===== src/sv/pli_pkg.sv =====
// package: types, constants and codes for the piecewise linear interpolator
package pli_pkg;
    localparam int TABLE_DEPTH = 16;
    localparam int IDX_W = $clog2(TABLE_DEPTH);
    localparam int CNT_W = $clog2(TABLE_DEPTH + 1);
    localparam int QDEPTH = 2;

    localparam logic ACT_LOAD = 1'b0;
    localparam logic ACT_QUERY = 1'b1;

    localparam logic [1:0] REGION_INSIDE = 2'd0;
    localparam logic [1:0] REGION_LOW = 2'd1;
    localparam logic [1:0] REGION_HIGH = 2'd2;

    typedef struct packed {
        logic action;
        logic [3:0] entry_index;
        logic [31:0] entry_key;
        logic signed [31:0] entry_value;
        logic [31:0] query_key;
    } in_item_t;

    typedef struct packed {
        logic signed [31:0] interpolated_value;
        logic [1:0] region;
    } out_item_t;

    // query with its last table index, handed from front to back
    typedef struct packed {
        logic [31:0] key;
        logic [IDX_W-1:0] last;
    } query_t;
endpackage


===== src/sv/pli_front.sv =====
// front: accepts items, applies loads, queues queries with their last table index
module pli_front (
    input logic aclk,
    input logic aresetn,
    input logic cfg_wr_en,
    input logic [4:0] cfg_wr_data,
    input logic s_valid,
    output logic s_ready,
    input pli_pkg::in_item_t s_data,
    output logic q_valid,
    input logic q_ready,
    output pli_pkg::query_t q_data,
    output logic ld_en,
    output logic [pli_pkg::IDX_W-1:0] ld_idx,
    output logic [31:0] ld_key,
    output logic [31:0] ld_val
);
    import pli_pkg::*;

    logic [4:0] used_reg;
    query_t fifo_reg [QDEPTH];
    logic rd_ptr_reg, wr_ptr_reg;
    logic [1:0] cnt_reg;
    logic push, pop;
    logic [IDX_W-1:0] last;

    always_comb begin
        if (used_reg == 5'd0) begin
            last = '0;
        end else if (32'(used_reg) > TABLE_DEPTH) begin
            last = IDX_W'(TABLE_DEPTH - 1);
        end else begin
            last = IDX_W'(used_reg - 5'd1);
        end
    end

    // a load waits until no query is queued or in the back end
    assign s_ready = (s_data.action == ACT_LOAD) ? ((cnt_reg == 2'd0) && q_ready)
                                                 : (cnt_reg != 2'(QDEPTH));
    assign push = s_valid && s_ready && (s_data.action == ACT_QUERY);
    assign pop = q_valid && q_ready;
    assign q_valid = cnt_reg != 2'd0;
    assign q_data = fifo_reg[rd_ptr_reg];

    assign ld_en = s_valid && s_ready && (s_data.action == ACT_LOAD)
                   && (32'(s_data.entry_index) < TABLE_DEPTH);
    assign ld_idx = IDX_W'(s_data.entry_index);
    assign ld_key = s_data.entry_key;
    assign ld_val = s_data.entry_value;

    always_ff @(posedge aclk) begin
        if (!aresetn) begin
            used_reg <= 5'd1;
            rd_ptr_reg <= 1'b0;
            wr_ptr_reg <= 1'b0;
            cnt_reg <= 2'd0;
        end else begin
            if (cfg_wr_en) begin
                used_reg <= cfg_wr_data;
            end
            if (push) begin
                wr_ptr_reg <= ~wr_ptr_reg;
            end
            if (pop) begin
                rd_ptr_reg <= ~rd_ptr_reg;
            end
            cnt_reg <= cnt_reg + 2'(push) - 2'(pop);
        end
    end

    always_ff @(posedge aclk) begin
        if (push) begin
            fifo_reg[wr_ptr_reg] <= '{key: s_data.query_key, last: last};
        end
    end
endmodule


===== src/sv/pli_div.sv =====
// divider: 64 by 32 unsigned restoring division, one bit a cycle
module pli_div (
    input logic aclk,
    input logic aresetn,
    input logic start,
    input logic [63:0] dividend,
    input logic [31:0] divisor,
    output logic done,
    output logic [63:0] quotient
);
    import pli_pkg::*;

    logic [63:0] q_reg;
    logic [32:0] rem_reg;
    logic [31:0] den_reg;
    logic [6:0] cnt_reg;
    logic busy_reg;
    logic [32:0] shifted;
    logic [32:0] diff;

    assign shifted = {rem_reg[31:0], q_reg[63]};
    assign diff = shifted - {1'b0, den_reg};
    assign done = busy_reg && (cnt_reg == 7'd0);
    assign quotient = q_reg;

    // done and the quotient hold until the next start
    always_ff @(posedge aclk) begin
        if (!aresetn) begin
            busy_reg <= 1'b0;
            cnt_reg <= 7'd0;
        end else if (start) begin
            busy_reg <= 1'b1;
            cnt_reg <= 7'd64;
        end else if (busy_reg && cnt_reg != 7'd0) begin
            cnt_reg <= cnt_reg - 7'd1;
        end
    end

    always_ff @(posedge aclk) begin
        if (start) begin
            q_reg <= dividend;
            rem_reg <= '0;
            den_reg <= divisor;
        end else if (busy_reg && cnt_reg != 7'd0) begin
            if (!diff[32]) begin
                rem_reg <= diff;
                q_reg <= {q_reg[62:0], 1'b1};
            end else begin
                rem_reg <= shifted;
                q_reg <= {q_reg[62:0], 1'b0};
            end
        end
    end
endmodule


===== src/sv/pli_back.sv =====
// back: table storage, bracket scan, interpolation and output register
module pli_back (
    input logic aclk,
    input logic aresetn,
    input logic ld_en,
    input logic [pli_pkg::IDX_W-1:0] ld_idx,
    input logic [31:0] ld_key,
    input logic [31:0] ld_val,
    input logic q_valid,
    output logic q_ready,
    input pli_pkg::query_t q_data,
    output logic m_valid,
    input logic m_ready,
    output pli_pkg::out_item_t m_data
);
    import pli_pkg::*;

    typedef enum logic [6:0] {
        ST_IDLE = 7'b0000001,
        ST_RD0 = 7'b0000010,
        ST_RDL = 7'b0000100,
        ST_CHK = 7'b0001000,
        ST_SCAN = 7'b0010000,
        ST_MUL = 7'b0100000,
        ST_DIV = 7'b1000000
    } state_t;

    state_t state_reg, state_next;
    logic [31:0] key_mem [TABLE_DEPTH];
    logic [31:0] val_mem [TABLE_DEPTH];
    logic [IDX_W-1:0] rd_addr;
    logic [31:0] rk_reg, rv_reg;
    logic [31:0] k0_reg, v0_reg, kl_reg, vl_reg;
    logic [31:0] k1_reg, v1_reg;
    logic [31:0] key_reg;
    logic [IDX_W-1:0] last_reg, i_reg;
    logic first_reg;
    logic [31:0] mag_reg, num_reg, den_reg;
    logic neg_reg;
    logic [63:0] prod;
    logic div_start;
    logic div_done;
    logic [63:0] div_q;
    logic out_valid_reg;
    out_item_t out_reg;
    logic [32:0] diff;
    logic [31:0] sum;
    logic out_free;
    logic out_load;
    logic scan_step;
    out_item_t out_next;

    pli_div u_div (
        .aclk(aclk), .aresetn(aresetn), .start(div_start),
        .dividend(prod), .divisor(den_reg),
        .done(div_done), .quotient(div_q)
    );

    assign out_free = !out_valid_reg || m_ready;
    assign m_valid = out_valid_reg;
    assign m_data = out_reg;
    assign q_ready = (state_reg == ST_IDLE);
    assign diff = {rv_reg[31], rv_reg} - {v1_reg[31], v1_reg};
    assign sum = neg_reg ? v1_reg - div_q[31:0] : v1_reg + div_q[31:0];
    assign prod = 64'(mag_reg) * 64'(num_reg);
    assign scan_step = (first_reg || !(key_reg >= k1_reg && key_reg <= rk_reg))
                       && (i_reg != last_reg);

    always_comb begin
        case (state_reg)
            ST_IDLE: rd_addr = '0;
            ST_RD0: rd_addr = last_reg;
            ST_SCAN: rd_addr = scan_step ? i_reg + 1'b1 : i_reg;
            default: rd_addr = i_reg;
        endcase
    end

    always_ff @(posedge aclk) begin
        if (ld_en) begin
            key_mem[ld_idx] <= ld_key;
            val_mem[ld_idx] <= ld_val;
        end
        rk_reg <= key_mem[rd_addr];
        rv_reg <= val_mem[rd_addr];
    end

    always_comb begin
        state_next = state_reg;
        out_load = 1'b0;
        out_next = out_reg;
        div_start = 1'b0;
        case (state_reg)
            ST_IDLE: begin
                if (q_valid) begin
                    state_next = ST_RD0;
                end
            end
            ST_RD0: state_next = ST_RDL;
            ST_RDL: state_next = ST_CHK;
            ST_CHK: begin
                if (key_reg <= k0_reg || key_reg >= kl_reg) begin
                    if (out_free) begin
                        out_load = 1'b1;
                        out_next.interpolated_value = (key_reg <= k0_reg) ? v0_reg : vl_reg;
                        out_next.region = (key_reg <= k0_reg) ? REGION_LOW : REGION_HIGH;
                        state_next = ST_IDLE;
                    end
                end else begin
                    state_next = ST_SCAN;
                end
            end
            ST_SCAN: begin
                if (!first_reg && key_reg >= k1_reg && key_reg <= rk_reg) begin
                    if (rk_reg == k1_reg) begin
                        if (out_free) begin
                            out_load = 1'b1;
                            out_next.interpolated_value = v1_reg;
                            out_next.region = REGION_INSIDE;
                            state_next = ST_IDLE;
                        end
                    end else begin
                        state_next = ST_MUL;
                    end
                end else if (!first_reg && i_reg == last_reg) begin
                    if (out_free) begin
                        out_load = 1'b1;
                        out_next.interpolated_value = vl_reg;
                        out_next.region = REGION_HIGH;
                        state_next = ST_IDLE;
                    end
                end
            end
            ST_MUL: begin
                div_start = 1'b1;
                state_next = ST_DIV;
            end
            ST_DIV: begin
                if (div_done) begin
                    if (out_free) begin
                        out_load = 1'b1;
                        out_next.interpolated_value = sum;
                        out_next.region = REGION_INSIDE;
                        state_next = ST_IDLE;
                    end else begin
                        state_next = ST_DIV;
                    end
                end
            end
            default: state_next = ST_IDLE;
        endcase
    end

    always_ff @(posedge aclk) begin
        if (!aresetn) begin
            state_reg <= ST_IDLE;
            out_valid_reg <= 1'b0;
        end else begin
            state_reg <= state_next;
            if (out_load) begin
                out_valid_reg <= 1'b1;
            end else if (m_ready) begin
                out_valid_reg <= 1'b0;
            end
        end
    end

    // divider quotient holds after done, so waiting on a stalled output is safe
    always_ff @(posedge aclk) begin
        if (out_load) begin
            out_reg <= out_next;
        end
        case (state_reg)
            ST_IDLE: begin
                key_reg <= q_data.key;
                last_reg <= q_data.last;
                i_reg <= '0;
            end
            ST_RD0: begin
                k0_reg <= rk_reg;
                v0_reg <= rv_reg;
            end
            ST_RDL: begin
                kl_reg <= rk_reg;
                vl_reg <= rv_reg;
            end
            ST_CHK: begin
                first_reg <= 1'b1;
            end
            ST_SCAN: begin
                if (first_reg || !(key_reg >= k1_reg && key_reg <= rk_reg)) begin
                    if (i_reg != last_reg) begin
                        k1_reg <= rk_reg;
                        v1_reg <= rv_reg;
                        first_reg <= 1'b0;
                        i_reg <= i_reg + 1'b1;
                    end
                end else begin
                    neg_reg <= diff[32];
                    mag_reg <= diff[32] ? 32'(-diff) : diff[31:0];
                    num_reg <= key_reg - k1_reg;
                    den_reg <= rk_reg - k1_reg;
                end
            end
            default: ;
        endcase
    end
endmodule


===== src/sv/piecewise_linear_interpolator.sv =====
// top level: piecewise linear interpolator over a breakpoint table
//  channel  | ports              | carries
//  input    | s_valid/s_ready    | in_item_t load or query
//  result   | m_valid/m_ready    | out_item_t, one per query
//  config   | cfg_wr_en          | entries_used
// a load is taken once the queue and the back end are empty
// a clamped query passes the queue and states RD0, RDL and CHK; one bracketed at
// entry k also scans the entries up to k in SCAN, and goes through MUL and DIV when
// it interpolates, using the multiply and the one-bit-a-cycle 64/32 divider
// up to two queries wait in the queue; a stalled result holds the back end
// synchronous active-low reset clears control; table contents are kept
module piecewise_linear_interpolator (
    input logic aclk,
    input logic aresetn,
    input logic cfg_wr_en,
    input logic [4:0] cfg_wr_data,
    input logic s_valid,
    output logic s_ready,
    input pli_pkg::in_item_t s_data,
    output logic m_valid,
    input logic m_ready,
    output pli_pkg::out_item_t m_data
);
    import pli_pkg::*;

    logic q_valid, q_ready, ld_en;
    query_t q_data;
    logic [IDX_W-1:0] ld_idx;
    logic [31:0] ld_key, ld_val;

    pli_front u_front (
        .aclk(aclk), .aresetn(aresetn), .cfg_wr_en(cfg_wr_en),
        .cfg_wr_data(cfg_wr_data), .s_valid(s_valid), .s_ready(s_ready),
        .s_data(s_data), .q_valid(q_valid), .q_ready(q_ready), .q_data(q_data),
        .ld_en(ld_en), .ld_idx(ld_idx), .ld_key(ld_key), .ld_val(ld_val)
    );

    pli_back u_back (
        .aclk(aclk), .aresetn(aresetn), .ld_en(ld_en), .ld_idx(ld_idx),
        .ld_key(ld_key), .ld_val(ld_val), .q_valid(q_valid), .q_ready(q_ready),
        .q_data(q_data), .m_valid(m_valid), .m_ready(m_ready), .m_data(m_data)
    );
endmodule


===== config.mk =====
export PLATFORM = sky130hd
export DESIGN_NAME = piecewise_linear_interpolator
export DESIGN_NICKNAME = d
export VERILOG_FILES = /design/src/sv/pli_pkg.sv /design/src/sv/pli_front.sv /design/src/sv/pli_div.sv /design/src/sv/pli_back.sv /design/src/sv/piecewise_linear_interpolator.sv
export SDC_FILE = /design/constraint.sdc
export NUM_CORES = 2
export LEC_CHECK = 0
export BUFFER_PORTS_ARGS = -buffer_cell sky130_fd_sc_hd__clkbuf_2
export CORE_MARGIN = 4
export CORE_UTILIZATION = 45
export DETAILED_ROUTE_END_ITERATION = 16
export GPL_TIMING_DRIVEN = 1
export PLACE_DENSITY = 0.63
export SLEW_MARGIN = 5
export SYNTH_ARGS = -nofsm -noshare
export SYNTH_HDL_FRONTEND = slang
export SYNTH_SLANG_ARGS = --single-unit

===== constraint.sdc =====
create_clock -name aclk -period 11.1 [get_ports aclk]
set_input_delay 0.555 -clock aclk [delete_from_list [all_inputs] [get_ports aclk]]
set_output_delay 0.555 -clock aclk [all_outputs]
set_load 0.02 [all_outputs]

==> results.py <==
metrics = {
    "run_status": {
        "status": "completed",
    },
    "sta": {
        "tightestPinTransition_ns": 1.391,
        "clock_skew_ns": 0.06357,
        "timing.fmax_ghz": 0.1018,
        "worst_slack_ns": 1.277,
        "max_slew_margin_pct": 7.248,
        "slew_violations": 0,
        "setup_viol": 0,
        "hold_violations": 0,
        "finalCritPeriodShare_pct": 88.49,
        "rsz0062_at_grt": "false",
        "period_needed_ns": 9.823,
        "setup_tns_ns": 0,
    },
    "synthesis": {
        "mappedNetlistArea_mm2": 0.1066,
        "synth.top_cell.area_share_pct": 43.85,
        "ys_types": 100,
        "ys_async_sr_fraction_pct": 0,
        "synth-seq-cells": 1677,
        "ys_warn_count": 0,
        "synth_common_cells": "1556 x edfxtp_1, 1111 x inv_1, 1045 x nand2_1",
        "yosysTopAreaCell": "edfxtp_1",
        "ys_top_cells_by_area": "edfxtp_1 44%, fa_1 17%, ha_1 6.2%",
        "synth_fp_nets": 10550,
        "ys.flop_type": "edfxtp_1",
        "avgSynthCellArea_um2": 11.83,
        "synth_edf_count": 1556,
        "synthCells": 9009,
        "seq_area_frac_synth_pct": 46.12,
        "yosysMostFrequentCell": "edfxtp_1",
    },
    "worst_setup_path": {
        "ff2ff_path_depth": 27,
        "worst_path_max_delay_cell": "edfxtp_1",
        "cpPeakStageDelay_ns": 1.12,
        "crit_family": "adder cells",
        "critPathLaunchType": "flop",
        "regToRegEndpoint": "u_back.u_div.quotient[61]$_DFFE_PP_",
        "critPathRequiredTime_ns": 11.67,
        "r2r_start": "u_back.num_reg[6]$_DFFE_PP_",
        "cp-end-kind": "flop",
        "crit_arrival_ns": 10.39,
        "crit_type": "reg -> reg",
        "crit_fanout": 32,
        "critPathBufInv": 4,
        "cp_common_cell": "fa_1",
        "reg2reg_slack_ns": 1.28,
    },
    "floorplan": {
        "die_w_um": 494.6,
        "core_mm2": 0.2354,
        "row_count": 178,
        "die_y_um": 494.6,
        "start_util_pct": 45.27,
        "io_pins": 147,
        "dieArea_mm2": 0.2447,
    },
    "grt": {
        "grt_usage_pct": 22.99,
        "grt_pass1_wl_mm": 432.0,
        "antenna_found_initial": 33,
        "gr-total-overflow": 0,
        "grt_max_degree": 190,
        "grt_pass1_vias": 72070,
    },
    "cells_and_area": {
        "seq_area_mm2": 0.04915,
        "final_core_util_pct": 49.55,
        "multi_input_area_mm2": 0.05160,
        "num-fill-cells": 20620,
        "area_growth_syn_to_layout_pct": 9.471,
        "nNetsFinal": 10570,
        "drive_gt1_share_pct": 7.563,
        "post-route-cell-area_mm2": 0.1167,
    },
    "cts": {
        "cts-root-buf": "clkbuf_16",
        "cts_hold_buf": 37,
        "path_clk_slew_ns": 0.06,
        "htree_num_levels": 4,
        "cts_inserted_buffers": 168,
        "cts_tree": "done",
        "clk_latency_ns": 0.85,
        "cts_resized": 0,
        "clkSinkCount": 1677,
        "cts_setup_buffers": 0,
        "cts_max_path_buffers": 3,
    },
    "placed_design": {
        "gp_congestion": 0.8952,
        "placed_area_mm2": 0.1106,
        "place.port_buffers": 146,
        "place.detailed.hpwl_mm": 190.8,
        "place_ws_ns": 1.394,
    },
    "detailed_routing": {
        "wl_per_cell_um": 22.82,
        "wl_met2_mm": 137.4,
        "drt_pass1_iterations": 10,
        "drtIter0Drc": 5220,
        "viasPerCell": 5.584,
        "postRouteAntennaNets": 0,
        "route.met3.wl_mm": 16.17,
        "highest_layer": "met5",
        "wl_mm": 281.6,
        "via_count": 68910,
        "post-route-drc-count": 0,
        "drt-met1-wl_mm": 116.7,
    },
    "worst_hold_path": {
        "min_path_cells": 1,
        "worstHoldStart": "s_data[74]",
        "hold_end": "u_back.key_mem[14][10]$_DFFE_PP_",
        "holdCritPathClass": "in -> reg",
    },
    "pwr": {
        "peakVddDrop_v": 0.0002281,
        "p_leak_nw": 47.99,
        "power.density_mw_per_mm2": 167.1,
        "finalPower_w": 0.01949,
    },
    "run": {
        "drv_cap": 0,
    },
}
[metal layers]
metal  vias up  global-route usage, %
li1      31060                      -
met1     35230                  29.97
met2      2080                  38.74
met3       513                  3.538
met4        20                  8.872
met5         -                      0
[metrics by stage]
| stage | std cells | hold WS (ns) |
|---|---|---|
| 6_report | 12340 | 0.1081 |
| 5_1_grt | 12330 | 0.08437 |
| 4_1_cts | 12320 | 0.03648 |
| 3_5_place_dp | 11970 | 0.4045 |
| 3_3_place_gp | 11970 | 0.4012 |
| 2_1_floorplan | 9009 | 0.4003 |
[cell families after synthesis]
family	Yosys count	share of synthesized area, %
simple gates	2461	11.51
flops	1677	46.12
buf+inv	1566	5.662
fa+ha+maj	1425	23.08
compound gates	1348	8.821
mux	268	2.635
xor+xnor	264	2.177
[report_power, final]
part / total, W / internal (W) / switching, W
registers: 0.00802 / 0.00753 / 0.000490
logic: 0.00583 / 0.00213 / 0.00370
clock network: 0.00563 / 0.00316 / 0.00247
[placed cells by master, fill, tap and decap left out, types with 99 or more instances in the layout]
master | Yosys | layout
a211oi_1 | 238 | 238
a21o_1 | 150 | 150
a21oi_1 | 234 | 234
a31oi_1 | 148 | 148
and2_1 | 614 | 612
and3_1 | 277 | 277
buf_4 | 0 | 116
clkbuf_16 | 0 | 170
clkbuf_2 | 1 | 146
dfxtp_1 | 121 | 121
edfxtp_1 | 1556 | 1556
fa_1 | 901 | 901
ha_1 | 524 | 524
inv_1 | 1111 | 1110
mux2_2 | 99 | 99
mux2i_1 | 168 | 168
nand2_1 | 1045 | 1042
nor2_1 | 202 | 188
o21ai_0 | 172 | 172
xnor2_1 | 184 | 184
[worst max path at each step]
stage	to	cells after the start	start	slack, ns
final	u_back.u_div.quotient[61]$_DFFE_PP_	27	u_back.num_reg[6]$_DFFE_PP_	1.28
after global placement	u_back.u_div.quotient[61]$_DFFE_PP_	28	u_back.mag_reg[5]$_DFFE_PP_	1.41
after global routing	u_back.u_div.quotient[61]$_DFFE_PP_	27	u_back.num_reg[6]$_DFFE_PP_	0.91
after floorplan	u_back.u_div.quotient[61]$_DFFE_PP_	26	u_back.num_reg[2]$_DFFE_PP_	3.23
after CTS	u_back.u_div.quotient[61]$_DFFE_PP_	28	u_back.mag_reg[5]$_DFFE_PP_	1.33
after detailed placement	u_back.u_div.quotient[61]$_DFFE_PP_	28	u_back.mag_reg[5]$_DFFE_PP_	1.39
[area by class of cell]
cell class,instances,share of cell area [%]
antenna,14,0.03003
tap,3150,3.379
multi-input combinational,5766,44.23
timing repair buffer,311,1.935
clock buffer,222,3.908
sequential,1677,42.13
clock inverter,88,0.8098
inverter,1112,3.578
Power figures use the tool's default switching activity.
